`config.mk`:
```
export PLATFORM = sky130hd
export DESIGN_NAME = cosine_taylor_fixed_point_unit_flat
export DESIGN_NICKNAME = d
export VERILOG_FILES = /design/src/hdl/ctfp_pkg.sv /design/src/hdl/ctfp_if.sv /design/src/hdl/ctfp_ctrl.sv /design/src/hdl/ctfp_datapath.sv /design/src/hdl/cosine_taylor_fixed_point_unit.sv /design/src/flat_wrapper.sv
export VERILOG_INCLUDE_DIRS = /design/src /design/src/hdl
export SDC_FILE = /design/constraint.sdc
export NUM_CORES = 2
export LEC_CHECK = 0
export BUFFER_PORTS_ARGS = -buffer_cell sky130_fd_sc_hd__buf_2
export CORE_MARGIN = 3
export CORE_UTILIZATION = 40
export DETAILED_ROUTE_END_ITERATION = 7
export GPL_ROUTABILITY_DRIVEN = 1
export PLACE_DENSITY_LB_ADDON = 0.05
export RECOVER_POWER = 50
export SLEW_MARGIN = 25
export SYNTH_ARGS = -nofsm -noshare
export SYNTH_HDL_FRONTEND = slang
export SYNTH_SLANG_ARGS = --single-unit
```
`constraint.sdc`:
```
create_clock -name clk_i -period 9.85 [get_ports clk_i]
set_input_delay 0.985 -clock clk_i [delete_from_list [all_inputs] [get_ports clk_i]]
set_output_delay 0.985 -clock clk_i [all_outputs]
set_load 0.05 [all_outputs]
```
`src/hdl/cosine_taylor_fixed_point_unit_defines.svh`:
```
// assertion macros shared by the cosine unit
`ifndef COSINE_TAYLOR_FIXED_POINT_UNIT_DEFINES_SVH
`define COSINE_TAYLOR_FIXED_POINT_UNIT_DEFINES_SVH
`ifndef ASSERT_OFF
`define CTFP_ASSERT(lbl, prop) \
  lbl: assert property (@(posedge clk_i) disable iff (!rst_ni) prop) \
    else $error("ctfp assertion failed");
`define CTFP_ASSERT_NEVER(lbl, expr) \
  lbl: assert property (@(posedge clk_i) disable iff (!rst_ni) !(expr)) \
    else $error("ctfp assertion failed");
`else
`define CTFP_ASSERT(lbl, prop)
`define CTFP_ASSERT_NEVER(lbl, expr)
`endif
`endif

```
`src/hdl/ctfp_pkg.sv`:
```
// constants, command and status types of the cosine unit
package ctfp_pkg;

  localparam int TERMS = 10;

  localparam int ANGLE_W = 32;
  localparam int COS_W   = 32;

  localparam int RED_W     = 60;
  localparam int RED_STEPS = 13;
  localparam int RAD_SHIFT = 28;
  localparam int Q_SHIFT   = 14;
  localparam int FRAC_W    = 30;

  localparam int X_W   = 34;
  localparam int P_W   = 36;
  localparam int SUM_W = 37;
  localparam int MA_W  = 40;
  localparam int MB_H  = X_W / 2;

  localparam int DIV_CYC = P_W / 2;
  localparam int CNT_W   = $clog2((RED_STEPS > DIV_CYC) ? RED_STEPS : DIV_CYC);
  localparam int K_W     = $clog2(TERMS);
  localparam int DIV_W   = $clog2((2 * TERMS - 3) * (2 * TERMS - 2) + 1);

  localparam logic [RED_W-1:0] PI_Q44     = RED_W'(64'h3243_F6A8_885A);
  localparam logic [RED_W-1:0] TWO_PI_Q44 = RED_W'(64'h6487_ED51_10B4);
  localparam logic [RED_W-1:0] DEG_360    = RED_W'(360 * 65536);
  localparam logic [RED_W-1:0] DEG_180    = RED_W'(180 * 65536);
  localparam logic [RED_W-1:0] DEG_90     = RED_W'(90 * 65536);
  localparam logic [MA_W-1:0]  DEG_TO_RAD = MA_W'(PI_Q44 / 180);

  localparam logic [X_W-1:0]          ONE_X       = X_W'(2 ** FRAC_W);
  localparam logic signed [SUM_W-1:0] ONE_SUM     = SUM_W'(2 ** FRAC_W);
  localparam logic signed [SUM_W-1:0] NEG_ONE_SUM = -ONE_SUM;
  localparam logic signed [COS_W-1:0] ONE_COS     = COS_W'(2 ** FRAC_W);
  localparam logic signed [COS_W-1:0] NEG_ONE_COS = -ONE_COS;

  typedef enum logic [3:0] {
    OP_NONE,
    OP_LOAD,
    OP_REDUCE,
    OP_FOLD,
    OP_MUL_LO,
    OP_MUL_HI,
    OP_DIV,
    OP_ACC,
    OP_OUT
  } ctfp_op_e;

  typedef enum logic [1:0] {
    MSEL_CONV,
    MSEL_SQR,
    MSEL_TERM
  } ctfp_msel_e;

  typedef struct packed {
    ctfp_op_e         op;
    ctfp_msel_e       msel;
    logic [K_W-1:0]   k;
  } ctfp_cmd_t;

  typedef struct packed {
    logic deg;
    logic hit90;
  } ctfp_status_t;

endpackage

```
`src/hdl/ctfp_if.sv`:
```
// angle and cosine stream interfaces
interface ctfp_angle_if;
  logic               valid;
  logic               ready;
  logic signed [31:0] angle;

  modport source (output valid, output angle, input ready);
  modport sink   (input valid, input angle, output ready);
endinterface

interface ctfp_cosine_if;
  logic               valid;
  logic               ready;
  logic signed [31:0] cosine;

  modport source (output valid, output cosine, input ready);
  modport sink   (input valid, input cosine, output ready);
endinterface

```
`src/hdl/ctfp_ctrl.sv`:
```
// sequencer of the cosine unit: handshakes and datapath commands
`include "cosine_taylor_fixed_point_unit_defines.svh"

module ctfp_ctrl import ctfp_pkg::*; (
  input  logic         clk_i,
  input  logic         rst_ni,
  input  logic         in_valid_i,
  output logic         in_ready_o,
  output logic         out_valid_o,
  input  logic         out_ready_i,
  input  ctfp_status_t status_i,
  output ctfp_cmd_t    cmd_o
);

  typedef enum logic [7:0] {
    ST_IDLE   = 8'b0000_0001,
    ST_REDUCE = 8'b0000_0010,
    ST_FOLD   = 8'b0000_0100,
    ST_MUL_LO = 8'b0000_1000,
    ST_MUL_HI = 8'b0001_0000,
    ST_DIV    = 8'b0010_0000,
    ST_ACC    = 8'b0100_0000,
    ST_DONE   = 8'b1000_0000
  } ctfp_state_e;

  ctfp_state_e      state_q, state_d;
  logic [CNT_W-1:0] cnt_q, cnt_d;
  logic [K_W-1:0]   k_q, k_d;
  ctfp_msel_e       msel_q, msel_d;
  logic             out_valid_q, out_valid_d;

  assign in_ready_o  = (state_q == ST_IDLE);
  assign out_valid_o = out_valid_q;

  always_comb begin
    state_d     = state_q;
    cnt_d       = cnt_q;
    k_d         = k_q;
    msel_d      = msel_q;
    out_valid_d = out_valid_q && !out_ready_i;
    cmd_o.op    = OP_NONE;
    cmd_o.msel  = msel_q;
    cmd_o.k     = k_q;
    unique case (state_q)
      ST_IDLE: begin
        if (in_valid_i) begin
          cmd_o.op = OP_LOAD;
          cnt_d    = '0;
          state_d  = ST_REDUCE;
        end
      end
      ST_REDUCE: begin
        cmd_o.op = OP_REDUCE;
        cnt_d    = cnt_q + 1'b1;
        if (cnt_q == CNT_W'(RED_STEPS - 1)) begin
          state_d = ST_FOLD;
        end
      end
      ST_FOLD: begin
        cmd_o.op = OP_FOLD;
        if (status_i.deg && status_i.hit90) begin
          state_d = ST_DONE;
        end else if (status_i.deg) begin
          msel_d  = MSEL_CONV;
          state_d = ST_MUL_LO;
        end else begin
          msel_d  = MSEL_SQR;
          state_d = ST_MUL_LO;
        end
      end
      ST_MUL_LO: begin
        cmd_o.op = OP_MUL_LO;
        state_d  = ST_MUL_HI;
      end
      ST_MUL_HI: begin
        cmd_o.op = OP_MUL_HI;
        unique case (msel_q)
          MSEL_CONV: begin
            msel_d  = MSEL_SQR;
            state_d = ST_MUL_LO;
          end
          MSEL_SQR: begin
            msel_d  = MSEL_TERM;
            k_d     = K_W'(1);
            state_d = ST_MUL_LO;
          end
          default: begin
            cnt_d   = '0;
            state_d = ST_DIV;
          end
        endcase
      end
      ST_DIV: begin
        cmd_o.op = OP_DIV;
        cnt_d    = cnt_q + 1'b1;
        if (cnt_q == CNT_W'(DIV_CYC - 1)) begin
          state_d = ST_ACC;
        end
      end
      ST_ACC: begin
        cmd_o.op = OP_ACC;
        if (k_q == K_W'(TERMS - 1)) begin
          state_d = ST_DONE;
        end else begin
          k_d     = k_q + 1'b1;
          state_d = ST_MUL_LO;
        end
      end
      ST_DONE: begin
        if (!out_valid_q || out_ready_i) begin
          cmd_o.op    = OP_OUT;
          out_valid_d = 1'b1;
          state_d     = ST_IDLE;
        end
      end
      default: begin
        state_d = ST_IDLE;
      end
    endcase
  end

  always_ff @(posedge clk_i or negedge rst_ni) begin
    if (!rst_ni) begin
      state_q     <= ST_IDLE;
      cnt_q       <= '0;
      k_q         <= '0;
      msel_q      <= MSEL_CONV;
      out_valid_q <= 1'b0;
    end else begin
      state_q     <= state_d;
      cnt_q       <= cnt_d;
      k_q         <= k_d;
      msel_q      <= msel_d;
      out_valid_q <= out_valid_d;
    end
  end

  `CTFP_ASSERT_NEVER(a_k_range, k_q > K_W'(TERMS - 1))
  `CTFP_ASSERT(a_div_len, state_q == ST_ACC |-> $past(state_q) == ST_DIV && $past(cnt_q) == CNT_W'(DIV_CYC - 1))
  `CTFP_ASSERT(a_accept_start, in_valid_i && in_ready_o |=> state_q == ST_REDUCE)
  `CTFP_ASSERT(a_result_src, $rose(out_valid_q) |-> $past(state_q) == ST_DONE)

endmodule

```
`src/hdl/ctfp_datapath.sv`:
```
// reduction, shared multiplier, term divider and accumulator
module ctfp_datapath import ctfp_pkg::*; (
  input  logic                      clk_i,
  input  logic                      rst_ni,
  input  logic                      cfg_we_i,
  input  logic                      cfg_wdata_i,
  input  logic signed [ANGLE_W-1:0] angle_i,
  input  ctfp_cmd_t                 cmd_i,
  output ctfp_status_t              status_o,
  output logic signed [COS_W-1:0]   cosine_o
);

  logic                      unit_q;
  logic                      deg_q, deg_d;
  logic                      zero_q, zero_d;
  logic [RED_W-1:0]          rem_q, rem_d;
  logic [RED_W-1:0]          dsor_q, dsor_d;
  logic [X_W-1:0]            x_q, x_d;
  logic [X_W-1:0]            t_q, t_d;
  logic [MA_W+MB_H-1:0]      plo_q, plo_d;
  logic [DIV_W-1:0]          dr_q, dr_d;
  logic [P_W-1:0]            dq_q, dq_d;
  logic signed [SUM_W-1:0]   sum_q, sum_d;
  logic signed [COS_W-1:0]   cos_q, cos_d;

  logic [ANGLE_W:0]          ext;
  logic [ANGLE_W:0]          mag;
  logic                      hit90;
  logic [RED_W-1:0]          deg_fold;
  logic [RED_W-1:0]          rad_fold;
  logic [MA_W-1:0]           ma;
  logic [X_W-1:0]            mb;
  logic [MB_H-1:0]           mb_half;
  logic [MA_W+MB_H-1:0]      pp;
  logic [MA_W+X_W-1:0]       full;
  logic [P_W-1:0]            mres;
  logic [K_W:0]              two_k;
  logic [2*K_W+1:0]          dv_full;
  logic [DIV_W-1:0]          dv;
  logic [DIV_W-1:0]          dr_nxt;
  logic [P_W-1:0]            dq_nxt;
  logic signed [COS_W-1:0]   sat;

  assign ext      = {angle_i[ANGLE_W-1], angle_i};
  assign mag      = ext[ANGLE_W] ? (~ext + 1'b1) : ext;
  assign hit90    = deg_q && (rem_q == DEG_90);
  assign deg_fold = (rem_q > DEG_180) ? (DEG_360 - rem_q) : rem_q;
  assign rad_fold = (rem_q > PI_Q44) ? (TWO_PI_Q44 - rem_q) : rem_q;

  assign status_o.deg   = deg_q;
  assign status_o.hit90 = hit90;
  assign cosine_o       = cos_q;

  // shared multiplier, one half of b per beat
  always_comb begin
    unique case (cmd_i.msel)
      MSEL_CONV: begin
        ma = DEG_TO_RAD;
        mb = t_q;
      end
      MSEL_SQR: begin
        ma = MA_W'(x_q);
        mb = x_q;
      end
      default: begin
        ma = MA_W'(t_q);
        mb = x_q;
      end
    endcase
  end

  assign mb_half = (cmd_i.op == OP_MUL_LO) ? mb[MB_H-1:0] : mb[X_W-1:MB_H];
  assign pp      = ma * mb_half;
  assign full    = {pp, MB_H'(0)} + (MA_W+X_W)'(plo_q);
  assign mres    = full[FRAC_W +: P_W];

  // divisor (2k-1)*2k
  assign two_k   = {cmd_i.k, 1'b0};
  assign dv_full = (2*K_W+2)'(two_k - 1'b1) * (2*K_W+2)'(two_k);
  assign dv      = DIV_W'(dv_full);

  // restoring division, two quotient bits per beat
  always_comb begin
    logic [DIV_W:0] trial;
    logic [DIV_W-1:0] r;
    logic [P_W-1:0] q;
    r = dr_q;
    q = dq_q;
    for (int i = 0; i < 2; i++) begin
      trial = {r, q[P_W-1]};
      q     = {q[P_W-2:0], 1'b0};
      if (trial >= {1'b0, dv}) begin
        r    = DIV_W'(trial - {1'b0, dv});
        q[0] = 1'b1;
      end else begin
        r = DIV_W'(trial);
      end
    end
    dr_nxt = r;
    dq_nxt = q;
  end

  always_comb begin
    priority if (sum_q > ONE_SUM) begin
      sat = ONE_COS;
    end else if (sum_q < NEG_ONE_SUM) begin
      sat = NEG_ONE_COS;
    end else begin
      sat = COS_W'(sum_q);
    end
  end

  always_comb begin
    deg_d  = deg_q;
    zero_d = zero_q;
    rem_d  = rem_q;
    dsor_d = dsor_q;
    x_d    = x_q;
    t_d    = t_q;
    plo_d  = plo_q;
    dr_d   = dr_q;
    dq_d   = dq_q;
    sum_d  = sum_q;
    cos_d  = cos_q;
    unique case (cmd_i.op)
      OP_LOAD: begin
        deg_d  = unit_q;
        zero_d = 1'b0;
        if (unit_q) begin
          rem_d  = RED_W'(mag);
          dsor_d = DEG_360 << (RED_STEPS - 1);
        end else begin
          rem_d  = RED_W'(mag) << RAD_SHIFT;
          dsor_d = TWO_PI_Q44 << (RED_STEPS - 1);
        end
      end
      OP_REDUCE: begin
        if (rem_q >= dsor_q) begin
          rem_d = rem_q - dsor_q;
        end
        dsor_d = dsor_q >> 1;
      end
      OP_FOLD: begin
        sum_d = ONE_SUM;
        if (deg_q) begin
          zero_d = hit90;
          t_d    = X_W'(deg_fold);
        end else begin
          x_d = X_W'(rad_fold >> Q_SHIFT);
        end
      end
      OP_MUL_LO: begin
        plo_d = pp;
      end
      OP_MUL_HI: begin
        unique case (cmd_i.msel)
          MSEL_CONV: begin
            x_d = X_W'(mres);
          end
          MSEL_SQR: begin
            x_d = X_W'(mres);
            t_d = ONE_X;
          end
          default: begin
            dq_d = mres;
            dr_d = '0;
          end
        endcase
      end
      OP_DIV: begin
        dr_d = dr_nxt;
        dq_d = dq_nxt;
      end
      OP_ACC: begin
        t_d = X_W'(dq_q);
        if (cmd_i.k[0]) begin
          sum_d = sum_q - $signed(SUM_W'(dq_q));
        end else begin
          sum_d = sum_q + $signed(SUM_W'(dq_q));
        end
      end
      OP_OUT: begin
        cos_d = zero_q ? '0 : sat;
      end
      default: begin
      end
    endcase
  end

  always_ff @(posedge clk_i or negedge rst_ni) begin
    if (!rst_ni) begin
      unit_q <= 1'b0;
    end else if (cfg_we_i) begin
      unit_q <= cfg_wdata_i;
    end
  end

  always_ff @(posedge clk_i) begin
    deg_q  <= deg_d;
    zero_q <= zero_d;
    rem_q  <= rem_d;
    dsor_q <= dsor_d;
    x_q    <= x_d;
    t_q    <= t_d;
    plo_q  <= plo_d;
    dr_q   <= dr_d;
    dq_q   <= dq_d;
    sum_q  <= sum_d;
    cos_q  <= cos_d;
  end

endmodule

```
`src/hdl/cosine_taylor_fixed_point_unit.sv`:
```
// Cosine of a signed Q16.16 angle (radians, or degrees when the unit bit is set) as signed
// Q2.30 saturated to plus or minus one, summed over TERMS Taylor terms. One angle is worked
// at a time: restoring range reduction, then squaring of the angle, and per term a multiply
// in low and high halves, a two-bit-per-cycle restoring divider and an accumulate. A degree
// angle is first converted to radians by a further multiply, and a degree angle that reduces
// to exactly ninety skips the series and gives zero. Most of the time per term goes to the
// term divider. A finished result waits in the output register while the next angle is
// already taken.
module cosine_taylor_fixed_point_unit import ctfp_pkg::*; (
  input  logic           clk_i,
  input  logic           rst_ni,
  input  logic           cfg_we_i,
  input  logic           cfg_wdata_i,
  ctfp_angle_if.sink     angle_i,
  ctfp_cosine_if.source  cosine_o
);

  ctfp_cmd_t    cmd;
  ctfp_status_t status;

  ctfp_ctrl u_ctrl (
    .clk_i       (clk_i),
    .rst_ni      (rst_ni),
    .in_valid_i  (angle_i.valid),
    .in_ready_o  (angle_i.ready),
    .out_valid_o (cosine_o.valid),
    .out_ready_i (cosine_o.ready),
    .status_i    (status),
    .cmd_o       (cmd)
  );

  ctfp_datapath u_datapath (
    .clk_i       (clk_i),
    .rst_ni      (rst_ni),
    .cfg_we_i    (cfg_we_i),
    .cfg_wdata_i (cfg_wdata_i),
    .angle_i     (angle_i.angle),
    .cmd_i       (cmd),
    .status_o    (status),
    .cosine_o    (cosine_o.cosine)
  );

endmodule
```
`src/flat_wrapper.sv`:
```
// flat-port wrapper written by rule: the top's interface ports become plain ports
module cosine_taylor_fixed_point_unit_flat import ctfp_pkg::*;
  (clk_i, rst_ni, cfg_we_i, cfg_wdata_i, angle_i_valid, angle_i_angle, angle_i_ready, cosine_o_valid, cosine_o_cosine, cosine_o_ready);
  ctfp_angle_if angle_i_i ();
  ctfp_cosine_if cosine_o_i ();
  input  logic clk_i;
  input  logic rst_ni;
  input  logic cfg_we_i;
  input  logic cfg_wdata_i;
  input wire logic [$bits(angle_i_i.valid)-1:0] angle_i_valid;
  input wire logic [$bits(angle_i_i.angle)-1:0] angle_i_angle;
  output wire logic [$bits(angle_i_i.ready)-1:0] angle_i_ready;
  output wire logic [$bits(cosine_o_i.valid)-1:0] cosine_o_valid;
  output wire logic [$bits(cosine_o_i.cosine)-1:0] cosine_o_cosine;
  input wire logic [$bits(cosine_o_i.ready)-1:0] cosine_o_ready;
  assign angle_i_i.valid = angle_i_valid;
  assign angle_i_i.angle = angle_i_angle;
  assign angle_i_ready = angle_i_i.ready;
  assign cosine_o_valid = cosine_o_i.valid;
  assign cosine_o_cosine = cosine_o_i.cosine;
  assign cosine_o_i.ready = cosine_o_ready;
  cosine_taylor_fixed_point_unit u_core (.clk_i(clk_i), .rst_ni(rst_ni), .cfg_we_i(cfg_we_i), .cfg_wdata_i(cfg_wdata_i), .angle_i(angle_i_i), .cosine_o(cosine_o_i));
endmodule
```
# [After elaboration in Yosys (flattened, before gate mapping)]
# Index checks and enable logic that the tools add are counted.
[classes] addsub=12 mul=2 div_mod_pow=0 n_lt_le_gt_ge=7 n_eq_ne=36 shift=0 n_mux=54 bitwise=1 n_reduce_logical=29
[op_table] op="60-bit case mux with 2 select lines" count=2
[op_table] op="34-bit 2-to-1 mux" count=6
[op_table] op="60-bit 2-to-1 mux" count=2
[op_table] op="34-bit case mux with 3 select lines" count=1
[op_table] op="39-bit case mux with 2 select lines" count=1
[op_table] op="37-bit case mux with 2 select lines" count=1
[op_table] op="36-bit case mux with 2 select lines" count=1
[op_table] op="34-bit case mux with 2 select lines" count=1
[op_table] op="66-bit by 57-bit adder with 66-bit output" count=1
[op_table] op="8-bit case mux with 8 select lines" count=1
[op_table] op="60-bit by 23-bit == test with 1-bit output (second input constant)" count=1
[op_table] op="60-bit greater-or-equal comparator" count=1
[op_table] op="60-bit by 24-bit > comparator with 1-bit output (second input constant)" count=1
[op_table] op="60-bit by 46-bit > comparator with 1-bit output (second input constant)" count=1
[op_table] op="60-bit subtractor" count=1
[op_table] op="59-bit 2-to-1 mux" count=1
[op_table] op="39-bit by 17-bit multiplier with 56-bit output" count=1
[op_table] op="48-bit 2-to-1 mux" count=1
[op_table] op="8-bit 2-to-1 mux" count=6
[op_table] op="47-bit by 48-bit subtractor with 48-bit output (first input constant)" count=1
[op_table] op="37-bit adder" count=1
[op_table] op="37-bit by 32-bit > comparator with 1-bit output (second input constant)" count=1
[op_table] op="37-bit by 31-bit < comparator with 1-bit output (second input constant)" count=1
[op_table] op="37-bit 2-to-1 mux" count=1
[op_table] op="other kinds (56)" count=105
[word_totals] ff_bits=382 latchBits=0 mem_bits_rw=0 mem_bits_ro=0 inputBits=38 out_inout_bits=34 word_cells=160 memories=0

# [Depth between registers and ports, before layout]
[depth] word_depth=10 depth_mapped=43 ltp_nobuf=38

# [By module]
# A second synthesis with hierarchy kept.
[hier_totals] hier_cells=5265 area_unflattened_um2=46220.6
[modules_own_cells] mod="ctfp_datapath" instances=1 cells_each=5122 area_per_inst_um2=44904.3 seq_area_each_um2=10294.9
[modules_own_cells] mod="ctfp_ctrl" instances=1 cells_each=143 area_per_inst_um2=1316.3 seq_area_each_um2=501.7

# [Worst setup path before layout]
# No wires, ideal clock.
[synth_timing] path_type="reg-to-reg" from="register u_core.u_ctrl.msel_q[1]" to="register u_core.u_datapath.dq_q[35], data pin" setup_ns=0.260 arrival_ns=9.153 t_required_ns=9.590 slack_ns=0.437 path_stages_with_launch=43 path_buffers=7 cell_sequence="dfrtp_1 > clkbuf_1 > or2_1 > buf_2 > buf_1 > clkbuf_1 > nand2_1 > nand3_1 > o21ai_1 > clkbuf_1 > nor2_1 > fa_1 > inv_1 > fa_1 > fa_1 > fa_1 > inv_1 > fa_1 > [... 7 more ...] > or3_1 > buf_2 > a31oi_4 > a22o_4 > o21ai_2 > nand3_1 > nand2_1 > xor2_1 > ha_1 > clkbuf_1 > nand3_1 > o21ai_0 > a21oi_1 > o21ai_0 > o21ai_2 > nor4_4 > mux2i_1 > nand2_1"
[synth_between] elab_chain_len=7 word_cells_on_any_way=9 classes_between="add/sub: 1; mul: 1; eq/ne: 1; mux: 5; reduce/logical: 1"
[synth_rtl] item="start: declaration" line="ctfp_ctrl.sv:29" text="ctfp_msel_e msel_q, msel_d;"
[synth_rtl] item="start signal: assignment" line="ctfp_ctrl.sv:133" text="msel_q <= msel_d;"
[synth_rtl] item="2-bit zero test" line="ctfp_datapath.sv:56" text="unique case (cmd_i.msel)"
[synth_rtl] item="34-bit 2-to-1 mux" line="ctfp_datapath.sv:56"
[synth_rtl] item="17-bit 2-to-1 mux" line="ctfp_datapath.sv:72" text="assign mb_half = (cmd_i.op == OP_MUL_LO) ? mb[MB_H-1:0] : mb[X_W-1:MB_H];"
[synth_rtl] item="39-bit by 17-bit multiplier with 56-bit output (*)" line="ctfp_datapath.sv:73" text="assign pp = ma * mb_half;"
[synth_rtl] item="net u_core.u_datapath.pp[35]" line="ctfp_datapath.sv:34" text="logic [MA_W+MB_H-1:0] pp;"
[synth_rtl] item="66-bit by 57-bit adder with 66-bit output (*)" line="ctfp_datapath.sv:74" text="assign full = {pp, MB_H'(0)} + (MA_W+X_W)'(plo_q);"
[synth_rtl] item="36-bit 2-to-1 mux (*)" line="ctfp_datapath.sv:156" text="unique case (cmd_i.msel)"
[synth_rtl] item="36-bit case mux with 2 select lines (*)" line="ctfp_datapath.sv:125" text="unique case (cmd_i.op)"
[synth_rtl] item="net u_core.u_datapath.dq_d[35]" line="ctfp_datapath.sv:22" text="logic [P_W-1:0] dq_q, dq_d;"
[synth_rtl] item="end signal: assignment" line="ctfp_datapath.sv:207" text="dq_q <= dq_d;"
[synth_rtl] item="end: declaration" line="ctfp_datapath.sv:22"
# Mark *: on every way through the listed nets, which the timed path passes. The rest lies on a longest branch. The select of a mux whose other input is x is not followed.
# A chain may end at the register's enable or synchronous reset.

# [Worst setup path after layout]
[layout_timing] from="register u_core.u_ctrl.state_q[2]" to="register u_core.u_datapath.dq_q[34], data pin"
[layout_between] elab_chain_len=8 word_cells_on_any_way=17 classes_between="add/sub: 1; mul: 1; eq/ne: 11; mux: 4"
[layout_rtl] item="start: declaration" line="ctfp_ctrl.sv:26" text="ctfp_state_e state_q, state_d;"
[layout_rtl] item="start signal: assignment" line="ctfp_ctrl.sv:130" text="state_q <= state_d;"
[layout_rtl] item="8-bit == test, or another cell as far along" line="ctfp_ctrl.sv:44" text="unique case (state_q)"
[layout_rtl] item="4-bit case mux with 8 select lines (*)" line="ctfp_ctrl.sv:44"
[layout_rtl] item="4-bit by 3-bit == test with 1-bit output (*)" line="ctfp_datapath.sv:72"
[layout_rtl] item="17-bit 2-to-1 mux (*)" line="ctfp_datapath.sv:72"
[layout_rtl] item="39-bit by 17-bit multiplier with 56-bit output (*)" line="ctfp_datapath.sv:73"
[layout_rtl] item="net u_core.u_datapath.pp[38]" line="ctfp_datapath.sv:34"
[layout_rtl] item="66-bit by 57-bit adder with 66-bit output (*)" line="ctfp_datapath.sv:74"
[layout_rtl] item="36-bit 2-to-1 mux (*)" line="ctfp_datapath.sv:156"
[layout_rtl] item="36-bit case mux with 2 select lines (*)" line="ctfp_datapath.sv:125"
[layout_rtl] item="net u_core.u_datapath.dq_d[34]" line="ctfp_datapath.sv:22"
# Marks and branches as above.

==> flow_summary.ini <==
[sta]
fin_crit_ns = 9.528
tightest_slew_ns = 3.619
finalMaxSlewViolations = 381
setup_viol = 0
max_slew_margin_pct = -141.3
fin_crit_sh_pct = 96.73
setup_ws_ns = 0.3222
max_freq_mhz = 105.0
finClkSkew_ns = 0.02490
hold_viol_final = 0

[clock_tree]
cts_buffer_depth = 3
clock-sinks = 363
cts_max_level = 2
cts_buffers = 42
cts_tree = yes
clk_latency_ns = 0.60
clk_pin_slew_ns = 0.07
clk_root_buffer_cell = clkbuf_16
hold_buffers = 0

[status]
outcome = finished, violations left
violations = capacitance limit, slew limit

[setup_path]
worstPathMaxFanout = 21
r2r_cells = 35
crit_type = reg2reg
start_kind = flip-flop
critPathArrivalTime_ns = 9.82
r2r-start = u_core.u_ctrl.state_q[2]$_DFFE_PN0P_
critical_path.most_common_cell = fa_1
r2r_end = u_core.u_datapath.dq_q[34]$_DFFE_PP_
critPathCaptureType = flip-flop
cp_slowest_stage_delay_ns = 0.63
cp.required_ns = 10.15
reg2reg_slack_ns = 0.32
slowest_stage = fa_2

[placement]
hpwl_um = 129600
gp_congestion = 0.9699
pre_cts_ws_ns = -0.4241
port_buffers = 71
postPlaceCellArea_sq_um = 49040

[floorplanning]
core_sq_um = 113300
io-pin-count = 72
start_util_pct = 40.61
die_h_um = 345.1
die_area_sq_um = 119100
rows = 123
die_w_um = 345.1

[routing]
firstDrtPassIters = 6
drt-wirelength-per-cell_um = 23.52
vias = 37480
via_per_inst = 5.479
antenna_left = 0
routed_wl_um = 160900
drtIter0Drc = 2759
route.detailed.drc = 0

[synthesis]
synth.largest_area_cell = fa_1
ys_warn_count = 0
ys_seq_area_share_pct = 23.47
synthDominantCellAreaShare_pct = 22.59
synth_area_sq_um = 46000
synth-edff-count = 342
syn_avg_cell_area_sq_um = 8.830
syn_inst = 5210
synth-async-reset-ratio_pct = 5.785
syn_nets = 6070
synthDistinctLibCells = 91
ys_ff_latch = 363
ys_top_cells_by_area = fa_1 23%, edfxtp_1 22%, ha_1 8.2%, inv_1 6.2%, nand2_1 5.8%
synthFlopType = edfxtp_1

[grt]
grt_first_pass_wirelength_um = 243100
grt_usage_pct = 26.57
antenna_found_initial = 1
grt.overflow.total = 0
grt_start_max_net_pins = 71
grt_pass1_vias = 37889

[final_layout]
nFillCells = 11342
final_common_cell = inv_1
layout-drive-gt1-share_pct = 8.093
final_cell_mix = 759 x inv_1, 701 x nand2_1, 517 x fa_1
nNetsFinal = 6164
area_growth_pct = 10.75
postLayoutCellArea_sq_um = 50950
final_util_pct = 44.98

[hold_path]
hold_class = reg2reg
hp-start = u_core.u_datapath.dsor_q[37]$_SDFFCE_PN0P_
holdPathEnd = u_core.u_datapath.dsor_q[36]$_SDFFCE_PN1P_
min_path_cells = 2

[flow_run]
drv_cap = 9
layer usage:
layer / GRT usage [%] / wire, um / up-vias
met4: 7.966 / 5394 / 0
met5: 0 / 0 / -
li1: - / - / 17480
met1: 37.24 / 72180 / 18760
met2: 43.44 / 75330 / 1027
met3: 2.765 / 8011 / 213
worst max-delay path by stage:
| stage | cells past startpoint | slack [ns] | startpoint | endpoint |
|---|---|---|---|---|
| 3_5_place_dp | 35 | -0.42 | u_core.u_ctrl.state_q[1]$_DFFE_PN0P_ | u_core.u_datapath.x_q[31]$_DFFE_PP_ |
| 5_1_grt | 38 | -0.02 | u_core.u_ctrl.state_q[2]$_DFFE_PN0P_ | u_core.u_datapath.dq_q[34]$_DFFE_PP_ |
| 2_1_floorplan | 42 | 0.44 | u_core.u_ctrl.msel_q[1]$_DFFE_PN0P_ | u_core.u_datapath.dq_q[35]$_DFFE_PP_ |
| 3_3_place_gp | 36 | -0.34 | u_core.u_ctrl.state_q[1]$_DFFE_PN0P_ | u_core.u_datapath.dq_q[35]$_DFFE_PP_ |
| 6_report | 35 | 0.32 | u_core.u_ctrl.state_q[2]$_DFFE_PN0P_ | u_core.u_datapath.dq_q[34]$_DFFE_PP_ |
| 4_1_cts | 38 | 0.04 | u_core.u_ctrl.state_q[1]$_DFFE_PN0P_ | u_core.u_datapath.dq_q[35]$_DFFE_PP_ |
synthesized netlist by cell type (9+ instances only):
cell,count
nor4_1,30
fa_1,519
o21ai_1,25
o31ai_1,25
xnor2_1,181
and2_1,129
or3_1,31
a211oi_1,28
a31oi_1,22
or4_1,16
a21o_1,136
nand2b_1,39
nor2_1,448
clkbuf_1,221
inv_1,759
o211ai_1,16
a21boi_0,23
nor2b_1,35
nand4_1,47
and4_1,13
o21bai_1,27
dfrtp_1,20
ha_1,303
nand2_1,706
o21a_1,43
a41oi_1,9
and3_1,39
a21oi_1,237
xor2_1,124
a221oi_1,13
edfxtp_1,342
o21ai_0,214
nand3_1,74
mux2i_1,16
o22ai_1,55
nand3b_1,10
nor3_1,50
nor3b_1,10
buf_1,9
through the flow:
step           hold slack [ns]  setup TNS [ns]  std cells
2_1_floorplan           0.4870               0       5210
3_3_place_gp            0.5251          -4.462       6740
3_5_place_dp            0.5231          -5.706       6740
4_1_cts                 0.3802               0       6820
5_1_grt                 0.5750        -0.02782       6839
6_report                0.5381               0       6841
critical path: cells and delay by family, from the launching register on:
| kind | cells | cell delay, ns |
|---|---|---|
| AOI/OAI and AO/OA | 11 | 2.10 |
| adders and majority gates | 8 | 3.93 |
| buffers and inverters | 8 | 1.13 |
| DFF | 1 | 0.45 |
| and+or+nand+nor | 7 | 1.36 |
| xor gates and xnor gates | 1 | 0.21 |
layout make-up:
class	count	area, sq um	area share (%)
multi-input combinational	3847	31890	62.59
sequential	363	10800	21.20
inverter	761	2856	5.607
timing repair buffer	289	2110	4.140
tap	1500	1877	3.684
clock buffer	52	1120	2.198
clock inverter	26	289.0	0.5673
antenna	3	7.507	0.01473
sequential cells by signal, indices dropped and copies added, names as in the netlist, 9 cells and up:
signal,count
u_core.u_datapath.plo_q,39
u_core.u_datapath.dsor_q,59
u_core.u_datapath.dq_q,36
u_core.u_datapath.x_q,34
u_core.u_datapath.sum_q,37
u_core.u_datapath.t_q,34
u_core.u_datapath.rem_q,60
u_core.u_datapath.cosine_o,32
u_core.u_datapath.dr_q,9
timing repair:
| action | CTS | global route |
|---|---|---|
| setup buffers | 2 | 17 |
| pin swaps | 1 | 27 |
| gates resized for setup | 10 | 94 |
| endpoints found under the setup margin | 18 | 44 |
cells by family (layout without fill, tap and decap cells):
| family | after synthesis | after routing | synth area share (%) |
|---|---|---|---|
| simple gates | 1711 | 1711 | 17.10 |
| xor+xnor | 305 | 305 | 5.807 |
| fa+ha+maj | 822 | 822 | 30.83 |
| other cells | 0 | 3 | 0 |
| mux | 30 | 30 | 0.8866 |
| flops | 363 | 363 | 23.47 |
| buf+inv | 1000 | 1128 | 8.189 |
| compound gates | 979 | 979 | 13.72 |
Power is left out: the tool's default activity adds up to more than one toggle a clock period on the data nets, which glitch-free logic cannot reach.
